**src/hw/rtl/hsvrgb_pkg.sv**
```systemverilog
// shared types and constants for the hsv to rgb converter
`timescale 1ns / 1ps

package hsvrgb_pkg;

	// hue geometry
	localparam int unsigned HUE_W      = 9;
	localparam int unsigned CHAN_W     = 8;
	localparam int unsigned REM_W      = 6;
	localparam int unsigned FULL_TURN  = 360;
	localparam int unsigned SECTOR_DEG = 60;

	// reciprocal of sixty, exact for products below 15360
	localparam int unsigned RECIP_60    = 17477;
	localparam int unsigned RECIP_W     = 15;
	localparam int unsigned RECIP_SHIFT = 20;

	// product widths
	localparam int unsigned PROD_VS_W = 2 * CHAN_W;
	localparam int unsigned PROD_CF_W = CHAN_W + REM_W;

	// hue sector, named by the leading channel then the one that moves
	typedef enum logic [2:0] {
		SEC_R_G = 3'd0,
		SEC_G_R = 3'd1,
		SEC_G_B = 3'd2,
		SEC_B_G = 3'd3,
		SEC_B_R = 3'd4,
		SEC_R_B = 3'd5
	} sector_t;

	// payload from the front end to the secondary component stages
	typedef struct packed {
		sector_t             sector;
		logic [REM_W-1:0]    factor;
		logic [CHAN_W-1:0]   chroma;
		logic [CHAN_W-1:0]   offset;
	} front_t;

	// payload from the secondary component stages to the mixer
	typedef struct packed {
		sector_t             sector;
		logic [CHAN_W-1:0]   chroma;
		logic [CHAN_W-1:0]   second;
		logic [CHAN_W-1:0]   offset;
	} comp_t;

	// pixel as handed in
	typedef struct packed {
		logic [CHAN_W-1:0]   brightness;
		logic [CHAN_W-1:0]   saturation;
		logic [HUE_W-1:0]    hue;
	} hsv_t;

	// pixel as handed out
	typedef struct packed {
		logic [CHAN_W-1:0]   blue;
		logic [CHAN_W-1:0]   green;
		logic [CHAN_W-1:0]   red;
	} rgb_t;

endpackage

```
**src/hw/rtl/hsv_to_rgb_converter.sv**
```systemverilog
// top level of the hsv to rgb pixel converter
//
// channel  dir  tdata fields (lsb first)                       role
// s_axis   in   hue[8:0] saturation[16:9] brightness[24:17]    hsv pixel beat
// m_axis   out  red[7:0] green[15:8] blue[23:16]               rgb pixel beat
//
// one pixel per clock sustained while the output is ready, each beat passing stages s1 to s5 in order
// the five register stages each carry a valid bit with their own ready chain
// a stalled output holds its beat while empty stages upstream keep filling
// reset clears the valid bits only, payload registers are left as they are
`timescale 1ns / 1ps

module hsv_to_rgb_converter (
	input  logic        clk,
	input  logic        arst_n,
	input  logic        s_axis_tvalid,
	output logic        s_axis_tready,
	input  logic [31:0] s_axis_tdata,   // hue[8:0], saturation[16:9], brightness[24:17]
	output logic        m_axis_tvalid,
	input  logic        m_axis_tready,
	output logic [23:0] m_axis_tdata    // red[7:0], green[15:8], blue[23:16]
);

	hsvrgb_pkg::hsv_t   in_pix;
	hsvrgb_pkg::front_t front_data;
	hsvrgb_pkg::comp_t  comp_data;
	hsvrgb_pkg::rgb_t   out_pix;
	logic               front_valid, front_ready;
	logic               comp_valid, comp_ready;

	// unpack input beat, padding bits ignored
	assign in_pix = s_axis_tdata[24:0];

	hsvrgb_front u_front (
		.clk       (clk),
		.arst_n    (arst_n),
		.in_valid  (s_axis_tvalid),
		.in_ready  (s_axis_tready),
		.in_pix    (in_pix),
		.out_valid (front_valid),
		.out_ready (front_ready),
		.out_data  (front_data)
	);

	hsvrgb_second u_second (
		.clk       (clk),
		.arst_n    (arst_n),
		.in_valid  (front_valid),
		.in_ready  (front_ready),
		.in_data   (front_data),
		.out_valid (comp_valid),
		.out_ready (comp_ready),
		.out_data  (comp_data)
	);

	hsvrgb_mix u_mix (
		.clk       (clk),
		.arst_n    (arst_n),
		.in_valid  (comp_valid),
		.in_ready  (comp_ready),
		.in_data   (comp_data),
		.out_valid (m_axis_tvalid),
		.out_ready (m_axis_tready),
		.out_pix   (out_pix)
	);

	assign m_axis_tdata = out_pix;

endmodule

```
**src/hw/rtl/hsvrgb_front.sv**
```systemverilog
// front end: hue sector decode, value times saturation, chroma and offset
`timescale 1ns / 1ps

module hsvrgb_front (
	input  logic                clk,
	input  logic                arst_n,
	input  logic                in_valid,
	output logic                in_ready,
	input  hsvrgb_pkg::hsv_t    in_pix,
	output logic                out_valid,
	input  logic                out_ready,
	output hsvrgb_pkg::front_t  out_data
);

	localparam logic [hsvrgb_pkg::HUE_W-1:0] TURN =
		hsvrgb_pkg::HUE_W'(hsvrgb_pkg::FULL_TURN);
	localparam logic [hsvrgb_pkg::HUE_W-1:0] B1 =
		hsvrgb_pkg::HUE_W'(hsvrgb_pkg::SECTOR_DEG);
	localparam logic [hsvrgb_pkg::HUE_W-1:0] B2 =
		hsvrgb_pkg::HUE_W'(2 * hsvrgb_pkg::SECTOR_DEG);
	localparam logic [hsvrgb_pkg::HUE_W-1:0] B3 =
		hsvrgb_pkg::HUE_W'(3 * hsvrgb_pkg::SECTOR_DEG);
	localparam logic [hsvrgb_pkg::HUE_W-1:0] B4 =
		hsvrgb_pkg::HUE_W'(4 * hsvrgb_pkg::SECTOR_DEG);
	localparam logic [hsvrgb_pkg::HUE_W-1:0] B5 =
		hsvrgb_pkg::HUE_W'(5 * hsvrgb_pkg::SECTOR_DEG);
	localparam logic [hsvrgb_pkg::REM_W-1:0] DEG =
		hsvrgb_pkg::REM_W'(hsvrgb_pkg::SECTOR_DEG);

	logic                                 valid_s1, valid_s2;
	logic                                 ready_s1, ready_s2;
	hsvrgb_pkg::sector_t                  sector_s1;
	logic [hsvrgb_pkg::REM_W-1:0]         rem_s1;
	logic [hsvrgb_pkg::PROD_VS_W-1:0]     prod_s1;
	logic [hsvrgb_pkg::CHAN_W-1:0]        bright_s1;
	hsvrgb_pkg::front_t                   data_s2;

	logic [hsvrgb_pkg::HUE_W-1:0]         hue_wrap;
	logic [hsvrgb_pkg::HUE_W-1:0]         hue_base;
	logic [hsvrgb_pkg::HUE_W-1:0]         hue_rem;
	hsvrgb_pkg::sector_t                  sector_d;
	logic [hsvrgb_pkg::PROD_VS_W:0]       div_sum;
	logic [hsvrgb_pkg::CHAN_W-1:0]        chroma_d;

	// stage ready chain
	assign ready_s2 = !valid_s2 || out_ready;
	assign ready_s1 = !valid_s1 || ready_s2;
	assign in_ready = ready_s1;

	// wrap out-of-range hue, then find the sixty degree sector
	always_comb begin
		hue_wrap = (in_pix.hue >= TURN) ? in_pix.hue - TURN : in_pix.hue;
		priority if (hue_wrap >= B5) begin
			sector_d = hsvrgb_pkg::SEC_R_B;
			hue_base = B5;
		end else if (hue_wrap >= B4) begin
			sector_d = hsvrgb_pkg::SEC_B_R;
			hue_base = B4;
		end else if (hue_wrap >= B3) begin
			sector_d = hsvrgb_pkg::SEC_B_G;
			hue_base = B3;
		end else if (hue_wrap >= B2) begin
			sector_d = hsvrgb_pkg::SEC_G_B;
			hue_base = B2;
		end else if (hue_wrap >= B1) begin
			sector_d = hsvrgb_pkg::SEC_G_R;
			hue_base = B1;
		end else begin
			sector_d = hsvrgb_pkg::SEC_R_G;
			hue_base = '0;
		end
		hue_rem = hue_wrap - hue_base;
	end

	// stage 1: sector, remainder and value times saturation
	always_ff @(posedge clk or negedge arst_n) begin
		if (!arst_n) begin
			valid_s1 <= 1'b0;
		end else if (ready_s1) begin
			valid_s1 <= in_valid;
		end
	end

	always_ff @(posedge clk) begin
		if (ready_s1 && in_valid) begin
			sector_s1 <= sector_d;
			rem_s1    <= hue_rem[hsvrgb_pkg::REM_W-1:0];
			prod_s1   <= in_pix.brightness * in_pix.saturation;
			bright_s1 <= in_pix.brightness;
		end
	end

	// divide by 255: (p + 1 + p/256) / 256 is exact over the product range
	always_comb begin
		div_sum  = {1'b0, prod_s1} + (hsvrgb_pkg::PROD_VS_W + 1)'(1)
			+ {9'd0, prod_s1[hsvrgb_pkg::PROD_VS_W-1:8]};
		chroma_d = div_sum[hsvrgb_pkg::CHAN_W+7:8];
	end

	// stage 2: chroma, offset and the multiplier for the secondary component
	always_ff @(posedge clk or negedge arst_n) begin
		if (!arst_n) begin
			valid_s2 <= 1'b0;
		end else if (ready_s2) begin
			valid_s2 <= valid_s1;
		end
	end

	always_ff @(posedge clk) begin
		if (ready_s2 && valid_s1) begin
			data_s2.sector <= sector_s1;
			data_s2.factor <= sector_s1[0] ? DEG - rem_s1 : rem_s1;
			data_s2.chroma <= chroma_d;
			data_s2.offset <= bright_s1 - chroma_d;
		end
	end

	assign out_valid = valid_s2;
	assign out_data  = data_s2;

endmodule

```
**src/hw/rtl/hsvrgb_second.sv**
```systemverilog
// secondary component: chroma times factor, then division by sixty
`timescale 1ns / 1ps

module hsvrgb_second (
	input  logic                clk,
	input  logic                arst_n,
	input  logic                in_valid,
	output logic                in_ready,
	input  hsvrgb_pkg::front_t  in_data,
	output logic                out_valid,
	input  logic                out_ready,
	output hsvrgb_pkg::comp_t   out_data
);

	localparam int unsigned QPROD_W = hsvrgb_pkg::PROD_CF_W + hsvrgb_pkg::RECIP_W;
	localparam logic [hsvrgb_pkg::RECIP_W-1:0] RECIP =
		hsvrgb_pkg::RECIP_W'(hsvrgb_pkg::RECIP_60);

	logic                                 valid_s3, valid_s4;
	logic                                 ready_s3, ready_s4;
	logic [hsvrgb_pkg::PROD_CF_W-1:0]     prod_s3;
	hsvrgb_pkg::sector_t                  sector_s3;
	logic [hsvrgb_pkg::CHAN_W-1:0]        chroma_s3;
	logic [hsvrgb_pkg::CHAN_W-1:0]        offset_s3;
	hsvrgb_pkg::comp_t                    data_s4;
	logic [QPROD_W-1:0]                   qprod;

	// stage ready chain
	assign ready_s4 = !valid_s4 || out_ready;
	assign ready_s3 = !valid_s3 || ready_s4;
	assign in_ready = ready_s3;

	// stage 3: chroma times remainder factor
	always_ff @(posedge clk or negedge arst_n) begin
		if (!arst_n) begin
			valid_s3 <= 1'b0;
		end else if (ready_s3) begin
			valid_s3 <= in_valid;
		end
	end

	always_ff @(posedge clk) begin
		if (ready_s3 && in_valid) begin
			prod_s3   <= in_data.chroma * in_data.factor;
			sector_s3 <= in_data.sector;
			chroma_s3 <= in_data.chroma;
			offset_s3 <= in_data.offset;
		end
	end

	// divide by sixty through a scaled reciprocal
	assign qprod = QPROD_W'(prod_s3) * QPROD_W'(RECIP);

	// stage 4: secondary component
	always_ff @(posedge clk or negedge arst_n) begin
		if (!arst_n) begin
			valid_s4 <= 1'b0;
		end else if (ready_s4) begin
			valid_s4 <= valid_s3;
		end
	end

	always_ff @(posedge clk) begin
		if (ready_s4 && valid_s3) begin
			data_s4.sector <= sector_s3;
			data_s4.chroma <= chroma_s3;
			data_s4.second <= qprod[hsvrgb_pkg::RECIP_SHIFT +: hsvrgb_pkg::CHAN_W];
			data_s4.offset <= offset_s3;
		end
	end

	assign out_valid = valid_s4;
	assign out_data  = data_s4;

endmodule

```
**src/hw/rtl/hsvrgb_mix.sv**
```systemverilog
// channel placement by sector, offset add and output register
`timescale 1ns / 1ps

module hsvrgb_mix (
	input  logic                clk,
	input  logic                arst_n,
	input  logic                in_valid,
	output logic                in_ready,
	input  hsvrgb_pkg::comp_t   in_data,
	output logic                out_valid,
	input  logic                out_ready,
	output hsvrgb_pkg::rgb_t    out_pix
);

	logic                          valid_s5;
	logic                          ready_s5;
	hsvrgb_pkg::rgb_t              pix_s5;
	logic [hsvrgb_pkg::CHAN_W-1:0] r_d, g_d, b_d;

	assign ready_s5 = !valid_s5 || out_ready;
	assign in_ready = ready_s5;

	// place chroma, secondary and zero on the channels
	always_comb begin
		unique case (in_data.sector)
			hsvrgb_pkg::SEC_R_G: begin
				r_d = in_data.chroma; g_d = in_data.second; b_d = '0;
			end
			hsvrgb_pkg::SEC_G_R: begin
				r_d = in_data.second; g_d = in_data.chroma; b_d = '0;
			end
			hsvrgb_pkg::SEC_G_B: begin
				r_d = '0; g_d = in_data.chroma; b_d = in_data.second;
			end
			hsvrgb_pkg::SEC_B_G: begin
				r_d = '0; g_d = in_data.second; b_d = in_data.chroma;
			end
			hsvrgb_pkg::SEC_B_R: begin
				r_d = in_data.second; g_d = '0; b_d = in_data.chroma;
			end
			default: begin
				r_d = in_data.chroma; g_d = '0; b_d = in_data.second;
			end
		endcase
	end

	// stage 5: add offset into the output register
	always_ff @(posedge clk or negedge arst_n) begin
		if (!arst_n) begin
			valid_s5 <= 1'b0;
		end else if (ready_s5) begin
			valid_s5 <= in_valid;
		end
	end

	always_ff @(posedge clk) begin
		if (ready_s5 && in_valid) begin
			pix_s5.red   <= r_d + in_data.offset;
			pix_s5.green <= g_d + in_data.offset;
			pix_s5.blue  <= b_d + in_data.offset;
		end
	end

	assign out_valid = valid_s5;
	assign out_pix   = pix_s5;

endmodule

```
**config.mk**
```make
export PLATFORM = sky130hd
export DESIGN_NAME = hsv_to_rgb_converter
export DESIGN_NICKNAME = d
export VERILOG_FILES = /design/src/hw/rtl/hsvrgb_pkg.sv /design/src/hw/rtl/hsv_to_rgb_converter.sv /design/src/hw/rtl/hsvrgb_front.sv /design/src/hw/rtl/hsvrgb_second.sv /design/src/hw/rtl/hsvrgb_mix.sv
export SDC_FILE = /design/constraint.sdc
export NUM_CORES = 1
export LEC_CHECK = 0
export ABC_CLOCK_PERIOD_IN_PS = 8900
export BUFFER_PORTS_ARGS = -buffer_cell sky130_fd_sc_hd__clkbuf_2
export CAP_MARGIN = 20
export CORE_MARGIN = 8
export CORE_UTILIZATION = 45
export DETAILED_ROUTE_END_ITERATION = 7
export GPL_ROUTABILITY_DRIVEN = 0
export MAX_ROUTING_LAYER = met4
export SYNTH_ARGS = -nofsm -noshare
export SYNTH_HDL_FRONTEND = slang
export SYNTH_SLANG_ARGS = --single-unit
```
**constraint.sdc**
```tcl
create_clock -name clk -period 8.9 [get_ports clk]
set_clock_uncertainty 0.1 [all_clocks]
set_input_delay 1.335 -clock clk [delete_from_list [all_inputs] [get_ports clk]]
set_output_delay 1.335 -clock clk [all_outputs]
set_load 0.005 [all_outputs]
```
* Word level (Yosys, flattened, before mapping)
Index checks and enable logic that the tools add are counted.
** Cells by class
- $mul :: 3
- Reductions and logical operators :: 23
- $add $sub $neg :: 9
- Bitwise logic cells :: 0
- Muxes and demuxes :: 14
- Shift operators :: 0
- Div/mod/pow operators :: 0
- Equality and inequality tests :: 4
- $lt $le $gt $ge :: 6
** Operator list (number)
- 8-bit one-hot mux with 2 select lines :: 3
- 6-bit two-way mux :: 6
- 14-bit by 15-bit multiplier with 28-bit output (second input constant) :: 1
- 8-bit adder :: 3
- 9-bit by 8-bit greater-or-equal comparator with 1-bit output (second input constant) :: 2
- 9-bit greater-or-equal comparator (second input constant) :: 2
- 16-bit by 1-bit adder with 16-bit output (second input constant) :: 1
- 16-bit by 8-bit adder with 16-bit output :: 1
- 8-bit by 8-bit multiplier with 16-bit output :: 1
- 8-bit by 6-bit multiplier with 14-bit output :: 1
- 2-bit OR reduction :: 7
- 9-bit by 6-bit greater-or-equal comparator with 1-bit output (second input constant) :: 1
- 9-bit by 7-bit greater-or-equal comparator with 1-bit output (second input constant) :: 1
- 9-bit two-way mux :: 1
- 9-bit subtractor (second input constant) :: 1
- 8-bit subtractor :: 1
- 3-bit by 2-bit == test with 1-bit output (second input constant) :: 2
- 3-bit two-way mux :: 2
- 6-bit subtractor :: 1
- 6-bit subtractor (first input constant) :: 1
- 1-bit logical AND :: 5
- 1-bit zero test :: 5
- 1-bit logical OR :: 5
- 3-bit by 1-bit == test with 1-bit output (second input constant) :: 1
- 3 further kinds :: 4
** Storage, ports and cells
- Register bits after elaboration :: 147
- Bits in latches :: 0
- Bits in writable memories :: 0
- Output and inout bits :: 26
- Memories :: 0
- Word-level logic and storage cells :: 84
- Bits in read-only memories :: 0
- Input port bits :: 36

* Logic depth before layout (Yosys ltp)
Gate-level depths: netlist (run 1).
- Depth in word-level cells :: 9
- Mapped depth :: 16
- Gate-level depth less buffers :: 16

* Modules after synthesis
A second synthesis (run 1) with hierarchy kept.
** Second synthesis, totals
- Cell total of the unflattened synthesis :: 1174
- Area total of the unflattened synthesis :: 12816.0 um^2
** By module, submodules not included
- hsvrgb_second :: cells an instance 459, area an instance 5398.9 um^2, seq. area each 1851.8 um^2, instances 1
- hsvrgb_front :: cells an instance 457, area an instance 5047.3 um^2, seq. area each 1791.7 um^2, instances 1
- hsvrgb_mix :: cells an instance 258, area an instance 2369.8 um^2, seq. area each 745.7 um^2, instances 1

* Worst setup path before layout (run 1)
Ideal clock, no wire load.
- Kind :: input to register
- Start :: input port s_axis_tdata[19]
- End :: register u_front.prod_s1[15] (netlist bit) (data pin)
- Path slack :: 3520 ps
- Arrival time :: 5020 ps
- Path buffers :: 0
- Required time :: 8541 ps
- Library setup time :: 259 ps
- Cell stages on the path :: 16
- Cells stage by stage :: and2_1 > fa_1 > inv_1 > fa_1 > inv_1 > fa_1 > inv_1 > fa_1 > inv_1 > ha_1 > or3_1 > o21ai_0 > a21oi_1 > a211oi_1 > a21oi_1 > xnor2_1
** Between the ends
- Longest elaborated chain between the ends :: 1
** Ends and longest elaborated chain
- start: declaration :: RTL line hsv_to_rgb_converter.sv:18 : input logic [31:0] s_axis_tdata,
- 8-bit by 8-bit multiplier with 16-bit output :: RTL line hsvrgb_front.sv:88 : prod_s1 <= in_pix.brightness * in_pix.saturation;
- end signal: assignment :: RTL line hsvrgb_front.sv:88
- end: declaration :: RTL line hsvrgb_front.sv:34 : logic [hsvrgb_pkg::PROD_VS_W-1:0] prod_s1;
No other way between the ends.
A chain may end at the register's enable or synchronous reset.

* Worst setup path after layout (run 1)
Same ends and word-level chain as after synthesis.

==> results of run 1 <==
==> Yosys cell counts, types with 2 or more instances <==
library cell / instances / area share
ha_1: 183 / 0.18
inv_1: 161 / 0.049
nand2_1: 143 / 0.043
edfxtp_1: 142 / 0.34
fa_1: 86 / 0.14
and2_1: 65 / 0.033
a21oi_1: 64 / 0.026
xnor2_1: 55 / 0.039
nor2_1: 21 / 0.0063
o21ai_0: 19 / 0.0077
o21ai_1: 19 / 0.0077
a22o_1: 17 / 0.012
a21o_1: 14 / 0.0085
xor2_1: 13 / 0.0092
nand3_1: 12 / 0.0048
nor2b_1: 11 / 0.0055
nor3_1: 10 / 0.0040
clkbuf_1: 9 / 0.0027
nand2b_1: 9 / 0.0045
o21a_1: 9 / 0.0054
o21bai_1: 9 / 0.0054
nand4_1: 8 / 0.0040
mux2_2: 6 / 0.0054
dfrtp_1: 5 / 0.010
and3_1: 4 / 0.0020
o211ai_1: 4 / 0.0024
or3_1: 4 / 0.0020
a211oi_1: 3 / 0.0018
a31oi_1: 3 / 0.0015
mux2i_1: 3 / 0.0024
a2111oi_0: 2 / 0.0014
clkinv_1: 2 / 0.00060
inv_2: 2 / 0.00060
nor4_1: 2 / 0.0010
o2111ai_1: 2 / 0.0014
or2_2: 2 / 0.0010
or4_1: 2 / 0.0012
==> registers in the layout (all words and copies together), names as in the netlist <==
signal,count
u_second.sector_s3,3
u_mix.out_valid,1
u_front.out_valid,1
u_front.rem_s1,6
u_front.bright_s1,8
u_second.out_valid,1
u_second.offset_s3,8
u_front.out_data,25
u_front.valid_s1,1
u_second.prod_s3,14
u_front.prod_s1,16
u_second.chroma_s3,8
u_second.valid_s3,1
u_mix.out_pix,24
u_second.out_data,27
u_front.sector_s1,3
==> critical path, delay by kind of cell <==
kind / cells / cell delay (ns)
AO/OA/AOI/OAI: 4 / 0.64
XOR/XNOR: 1 / 0.13
adder cells (fa/ha/maj): 5 / 2.33
buffers and inverters: 5 / 0.37
AND/OR/NAND/NOR: 2 / 0.58
==> final timing paths <==
| check | startpoint | end | cells past startpoint |
|---|---|---|---|
| hold / removal | u_second.chroma_s3[7]$_DFFE_PP_ | u_second.out_data[23]$_DFFE_PP_ | 0 |
| min in group asynchronous | arst_n | u_mix.out_valid$_DFFE_PN0P_ | 1 |
| setup reg to reg | u_second.prod_s3[10]$_DFFE_PP_ | u_second.out_data[14]$_DFFE_PP_ | 14 |
| max in group asynchronous | arst_n | u_front.out_valid$_DFFE_PN0P_ | 1 |
| hold reg to reg | u_second.chroma_s3[7]$_DFFE_PP_ | u_second.out_data[23]$_DFFE_PP_ | 0 |
| setup / recovery | s_axis_tdata[19] | u_front.prod_s1[15]$_DFFE_PP_ | 17 |
==> routing by layer <==
metal / global-route usage / vias to the layer above / wire length, microns
met2: 0.261 / 111 / 11500
met4: 0.0426 / 0 / 276
met1: 0.173 / 3900 / 10300
met5: - / - / 0
li1: - / 4089 / -
met3: 0.0219 / 22 / 513
==> final cells by class <==
| cell class | instances | share of cell area |
|---|---|---|
| tap | 346 | 0.0315 |
| inverter | 165 | 0.0451 |
| clock buffer | 19 | 0.0315 |
| timing repair buffer | 59 | 0.0244 |
| clock inverter | 13 | 0.0104 |
| sequential | 147 | 0.320 |
| multi-input combinational | 828 | 0.537 |
==> stage by stage <==
stage	util	setup slack [ns]
3_3_place_gp	0.477	3.08
4_1_cts	0.498	3.55
3_5_place_dp	0.477	3.09
5_1_grt	0.500	3.37
2_1_floorplan	-	3.52
6_report	0.500	3.58
==> cells by family (layout without fill, tap and decap cells) <==
logic type / after synthesis / in the layout / share of synthesized area
buf+inv: 175 / 256 / 0.0529
fa+ha+maj: 270 / 270 / 0.324
mux: 9 / 9 / 0.00785
flops: 147 / 147 / 0.353
simple gates: 298 / 298 / 0.116
compound gates: 182 / 182 / 0.0958
xor+xnor: 69 / 69 / 0.0502
==> impl_metrics.toml, run 1 <==
[placed_design]
placed_area_sq_um = 13100
dp_hpwl_mm = 18.2
port-buffer-count = 54
place_inst = 1543

[finish]
antenna_cells = 0
areaGrowthSynthToFinish_pct = 10.5
fill_cells = 2527
stdcell_count = 1577
layout-drive-gt1-share = 0.0877
mostFrequentLayoutCell = "ha_1"
stdcell_area_sq_um = 13700
final_cell_mix = "183 x ha_1, 161 x inv_1, 143 x nand2_1"
nets = 1523
register_area_sq_um = 4390
multiInputGateArea_sq_um = 7380

[synth]
async_reset_ff_frac = 0.0340
synthesis.nets = 1455
ys_types = 62
postSynthAreaPerCell_sq_um = 10.8
synth_edf_count = 142
ys_seq_area_frac = 0.353
synth_warnings = 0
syn_inst = 1150
synth_flop_cell = "edfxtp_1"
synth-seq-cells = 147
syn-cell-area_sq_um = 12400

[timing]
hold_slack_ns = 0.312
hold_viol = 0
max_slew_margin = 0.301
fmax_ghz = 0.188
tns_ns = 0
rsz0062_at_grt = "no"
slew_viol_final = 0
setup_violations = 0
period_minus_slack_ns = 5.32
period_share = 0.597
worstMarginPinSlew_ns = 1.05

[routing]
drc_errors = 0
viasPerCell = 5.15
wl_per_cell_microns = 14.3
wl_mm = 22.6
num_vias = 8122
first_pass_iters = 4
antenna_left = 0
drtIter0Drc = 354

[clock_network]
clock_latency_ns = 0.43
h-tree-depth = 4
clk_pin_slew_ns = 0.06
root_buffer = "clkbuf_16"
clock-sinks = 147
cts_tree = "done"
post_cts_buffers = 0
clockBufferDepth = 2
cts.repair.resized = 0
cts_buffers = 17
hold_buffers = 0

[critical_path]
endpoint_kind = "register"
path_cells = "clkbuf_2 -> and2_1 -> fa_1 -> inv_1 -> fa_1 -> inv_1 -> fa_1 -> inv_1 -> fa_1 -> inv_1 -> ha_1 -> or3_1 -> o21ai_0 -> a21oi_1 -> a211oi_1 -> a21oi_1 -> xnor2_1"
crit_slowest_cell = "fa_1"
worst-path-max-fanout = 9
startpoint_type = "input port"
worst-setup-path-type = "in -> reg"
rrSetupSlack_ns = 3.78
worstPathRequired_ns = 8.98
critPathMaxStageDelay_ns = 0.53
cp.arrival_ns = 5.40

[grt]
grt_max_degree = 35
grtUsageTotal = 0.148
overflow = 0
grt_pass1_vias = 8522
grt_pass1_wl_mm = 39.4
antenna_found_initial = 0

[run]
maxCapViolations = 0

[hold_path]
hold_class = "reg -> reg"

[die]
rows = 61
die_w_microns = 182
ios = 62
start_util = 0.452
core_area_sq_um = 27500
die_y_microns = 182
die_area_sq_um = 33200

[outcome]
outcome = "completed"
Power of run 1 is left out: the tool's default activity adds up to more than one toggle a clock period on the data nets, which glitch-free logic cannot reach.
==> run 2, diff against run 1 <==
Settings changed: ABC_CLOCK_PERIOD_IN_PS 8900 to 5500.
Clock period 8.9 ns to 5.5 ns, I/O delays scaled along.
==> run 2 against run 1 <==
Compared with the run above:
- sequential cell count unchanged
- critical path depth decreased by 3
- highest routed layer unchanged
- wire length down 1.1%
- clock-buffer cell count down 1
- non-clock buffer count grew 2
==> impl_metrics.toml, run 2 (synthesis results as in run 1) <==
[critical_path]
worst-setup-path-type = "reg -> reg"
startpoint_type = "register"
cp.arrival_ns = 5.13
r2r_cells = 14
worstPathRequired_ns = 5.57
worst-path-max-fanout = 4
r2r_start = "u_second.prod_s3[12]$_DFFE_PP_"
crit_path_end = "u_second.out_data[14]$_DFFE_PP_"
r2r_end = "u_second.out_data[14]$_DFFE_PP_"
startpoint = "u_second.prod_s3[12]$_DFFE_PP_"
endpoint_kind = "register"
rrSetupSlack_ns = 0.43

[grt]
antenna_found_initial = 0
grt_pass1_wl_mm = 38.6
grtUsageTotal = 0.146
overflow = 0
grt_pass1_vias = 8293
grt_max_degree = 35

[clock_network]
h-tree-depth = 4
clockBufferDepth = 2
root_buffer = "clkbuf_16"
cts_buffers = 17
hold_buffers = 0
clk_pin_slew_ns = 0.06
clock_latency_ns = 0.42
clock-sinks = 147
cts_tree = "done"
cts.repair.resized = 0
post_cts_buffers = 0

[finish]
layout-drive-gt1-share = 0.0908
fill_cells = 2531
nets = 1525
mostFrequentLayoutCell = "ha_1"
antenna_cells = 0
areaGrowthSynthToFinish_pct = 10.6
largest_reg_flops = 27
final_cell_mix = "183 x ha_1, 161 x inv_1, 143 x nand2_1"

[placed_design]
post-place-ws_ns = 0.183
port-buffer-count = 54
dp_hpwl_mm = 18.1

[hold_path]
hold_class = "in -> async"

[die]
die_y_microns = 182
start_util = 0.452
rows = 61
ios = 62
core_area_sq_um = 27500
die_area_sq_um = 33200
die_w_microns = 182

[routing]
drc_errors = 0
first_pass_iters = 4
wl_mm = 22.3
antenna_left = 0
viasPerCell = 5.09
wl_per_cell_microns = 14.1
num_vias = 8044
drtIter0Drc = 310

[timing]
hold_viol = 0
period_share = 0.921
worstMarginPinSlew_ns = 1.02
rsz0062_at_grt = "no"
fmax_ghz = 0.197
period_minus_slack_ns = 5.07
slew_viol_final = 0
timing.final.ws_setup_ns = 0.435
max_slew_margin = 0.319
tns_ns = 0
setup_violations = 0

[run]
maxCapViolations = 0

[outcome]
outcome = "completed"
## run 2: cell count changes in the layout (fill, tap and decap cells not counted), sizes merged
cell	change
buf	+2
clkinvlp	+2
clkbuf	-1
bufinv	-1
inv	+1
clkinv	-1
## run 2: layer usage
metal / up-vias / GRT usage / routed length [microns]
li1: 4092 / - / -
met4: 0 / 0.0433 / 278
met5: - / - / 0
met1: 3836 / 0.170 / 10400
met2: 95 / 0.256 / 11200
met3: 21 / 0.0225 / 495
## run 2: stage by stage
| stage | std cells | util | hold slack, ns | cell area, sq um |
|---|---|---|---|---|
| 6_report | 1579 | 0.500 | 0.107 | 13700 |
| 2_1_floorplan | 1150 | - | 0.300 | 12400 |
| 3_5_place_dp | 1545 | 0.478 | 0.305 | 13100 |
| 4_1_cts | 1577 | 0.499 | 0.0876 | 13700 |
| 3_3_place_gp | 1545 | 0.478 | 0.302 | 13100 |
| 5_1_grt | 1579 | 0.500 | 0.0930 | 13700 |
## run 2: cell type report
cell class                      instances  area (sq um)  area share
Sequential cell                       147          4390       0.319
Timing Repair Buffer                   61           350      0.0255
Clock buffer                           18           439      0.0319
Inverter                              165           619      0.0451
Tap cell                              346           433      0.0315
Multi-Input combinational cell        828          7380       0.537
Clock inverter                         14           134     0.00974
## run 2: critical path, cell delays in order, from the launching register on
cell and delay (ns):
edfxtp_1 0.46, ha_1 0.32, inv_1 0.05, fa_1 0.50, inv_1 0.06, fa_1 0.45
fa_1 0.43, fa_1 0.45, ha_1 0.32, a21o_1 0.18, a221o_1 0.38, o2111a_1 0.29
o21a_1 0.22, or2_1 0.25, a311o_1 0.35
## run 2: worst min path at each step
stage | to | slack [ns] | cells after the start
global placement | u_second.out_data[7]$_DFFE_PP_ | 0.30 | 0
detailed placement | u_front.out_data[23]$_DFFE_PP_ | 0.30 | 0
CTS | u_mix.out_valid$_DFFE_PN0P_ | 0.09 | 1
global route | u_front.out_valid$_DFFE_PN0P_ | 0.09 | 1
floorplan | u_front.out_data[23]$_DFFE_PP_ | 0.30 | 0
finish | u_front.out_valid$_DFFE_PN0P_ | 0.11 | 1
Power of run 2 is left out for the same reason.
==> run 3, diff against run 2 <==
Settings changed: ABC_CLOCK_PERIOD_IN_PS 5500 to 5490, PLACE_DENSITY_LB_ADDON from default to 0.05.
Clock period 5.5 ns to 5.49 ns, I/O delays scaled along.
==> run 3 against run 2 <==
Compared with the run above:
- via count fell by 0.60%
- sequential cell count did not move
- non-clock buffer count rose by 1
- sequential share of layout area barely moved
- final area barely moved
- wire length rose by 4.5%
- die area did not move
- first-iteration DRC count fell by 16%
- setup slack got worse by 0.0047 ns
==> impl_metrics.toml, run 3 (synthesis results as in run 1) <==
[die]
core_area_sq_um = 27500
ios = 62
die_area_sq_um = 33200
start_util = 0.452
die_w_microns = 182
die_y_microns = 182
rows = 61

[critical_path]
path_buf_inv = 0
crit_path_end = "u_second.out_data[14]$_DFFE_PP_"
r2r_cells = 12
worst-path-max-fanout = 4
path_cells = "ha_1 -> fa_1 -> fa_1 -> fa_1 -> fa_1 -> ha_1 -> a21o_1 -> a221o_1 -> o2111a_1 -> o21a_1 -> or2_1 -> a311o_1"
path_depth = 12
r2r_start = "u_second.prod_s3[11]$_DFFE_PP_"
crit_slowest_cell = "fa_1"
r2r_end = "u_second.out_data[14]$_DFFE_PP_"
startpoint_type = "register"
crit_path_frequent_cell = "fa_1"
critPathMaxStageDelay_ns = 0.51
endpoint_kind = "register"
worst-setup-path-type = "reg -> reg"
startpoint = "u_second.prod_s3[11]$_DFFE_PP_"
cp.arrival_ns = 5.12
worstPathRequired_ns = 5.55
rrSetupSlack_ns = 0.43
crit_family = "adder cells"

[clock_network]
clock_latency_ns = 0.42
clock-sinks = 147
cts.repair.resized = 0
clk_pin_slew_ns = 0.06
h-tree-depth = 4
hold_buffers = 0
cts_buffers = 17
root_buffer = "clkbuf_16"
post_cts_buffers = 0
cts_tree = "done"
clockBufferDepth = 2

[grt]
antenna_found_initial = 0
grtUsageTotal = 0.151
grt_pass1_wl_mm = 39.9
grt_max_degree = 34
grt_pass1_vias = 8404
overflow = 0

[finish]
areaGrowthSynthToFinish_pct = 10.6
final_cell_mix = "183 x ha_1, 161 x inv_1, 143 x nand2_1"
antenna_cells = 0
mostFrequentLayoutCell = "ha_1"
layout-drive-gt1-share = 0.0900
largest_reg_flops = 27
nets = 1526
stdcell_count = 1580

[timing]
period_share = 0.922
setup_violations = 0
hold_slack_ns = 0.114
worstMarginPinSlew_ns = 1.04
hold_viol = 0
timing.final.ws_setup_ns = 0.430
period_minus_slack_ns = 5.06
fmax_ghz = 0.198
rsz0062_at_grt = "no"
tns_ns = 0
slew_viol_final = 0
max_slew_margin = 0.304

[placed_design]
dp_hpwl_mm = 19.0
place_inst = 1546
port-buffer-count = 54
post-place-ws_ns = 0.172

[routing]
wl_per_cell_microns = 14.8
first_pass_iters = 4
num_vias = 7996
antenna_left = 0
drtIter0Drc = 259
viasPerCell = 5.06
drc_errors = 0
wl_mm = 23.3

[run]
maxCapViolations = 0

[hold_path]
hold_class = "in -> async"

[outcome]
outcome = "completed"
-- run 3: cell type report --
class | count | area, sq um
Fill cell | 2531 | 13700
Multi-Input combinational cell | 828 | 7380
Sequential cell | 147 | 4390
Inverter | 165 | 619
Clock buffer | 19 | 433
Tap cell | 346 | 433
Timing Repair Buffer | 62 | 355
Clock inverter | 13 | 130
-- run 3: how the worst min path moves through the flow --
| stage | from | end | slack [ns] | cells after the start |
|---|---|---|---|---|
| finish | arst_n | u_front.valid_s1$_DFFE_PN0N_ | 0.11 | 1 |
| global route | arst_n | u_mix.out_valid$_DFFE_PN0P_ | 0.1 | 1 |
| CTS | arst_n | u_second.valid_s3$_DFFE_PN0P_ | 0.09 | 1 |
| detailed placement | u_second.chroma_s3[7]$_DFFE_PP_ | u_second.out_data[23]$_DFFE_PP_ | 0.30 | 0 |
| global placement | u_front.out_data[7]$_DFFE_PP_ | u_second.offset_s3[7]$_DFFE_PP_ | 0.30 | 0 |
| floorplan | u_front.sector_s1[1]$_SDFFCE_PP0P_ | u_front.out_data[23]$_DFFE_PP_ | 0.30 | 0 |
-- run 3: layer usage --
layer | GRT usage | wire length [microns]
met1 | 0.177 | 10600
met2 | 0.268 | 11900
met3 | 0.0229 | 430
met4 | 0.0413 | 346
met5 | - | 0
-- run 3: through the flow --
stage / area [sq um] / utilization
floorplan: 12400 / -
global placement: 13100 / 0.478
detailed placement: 13100 / 0.478
CTS: 13700 / 0.499
global route: 13700 / 0.500
finish: 13700 / 0.500
Power of run 3 is left out for the same reason.
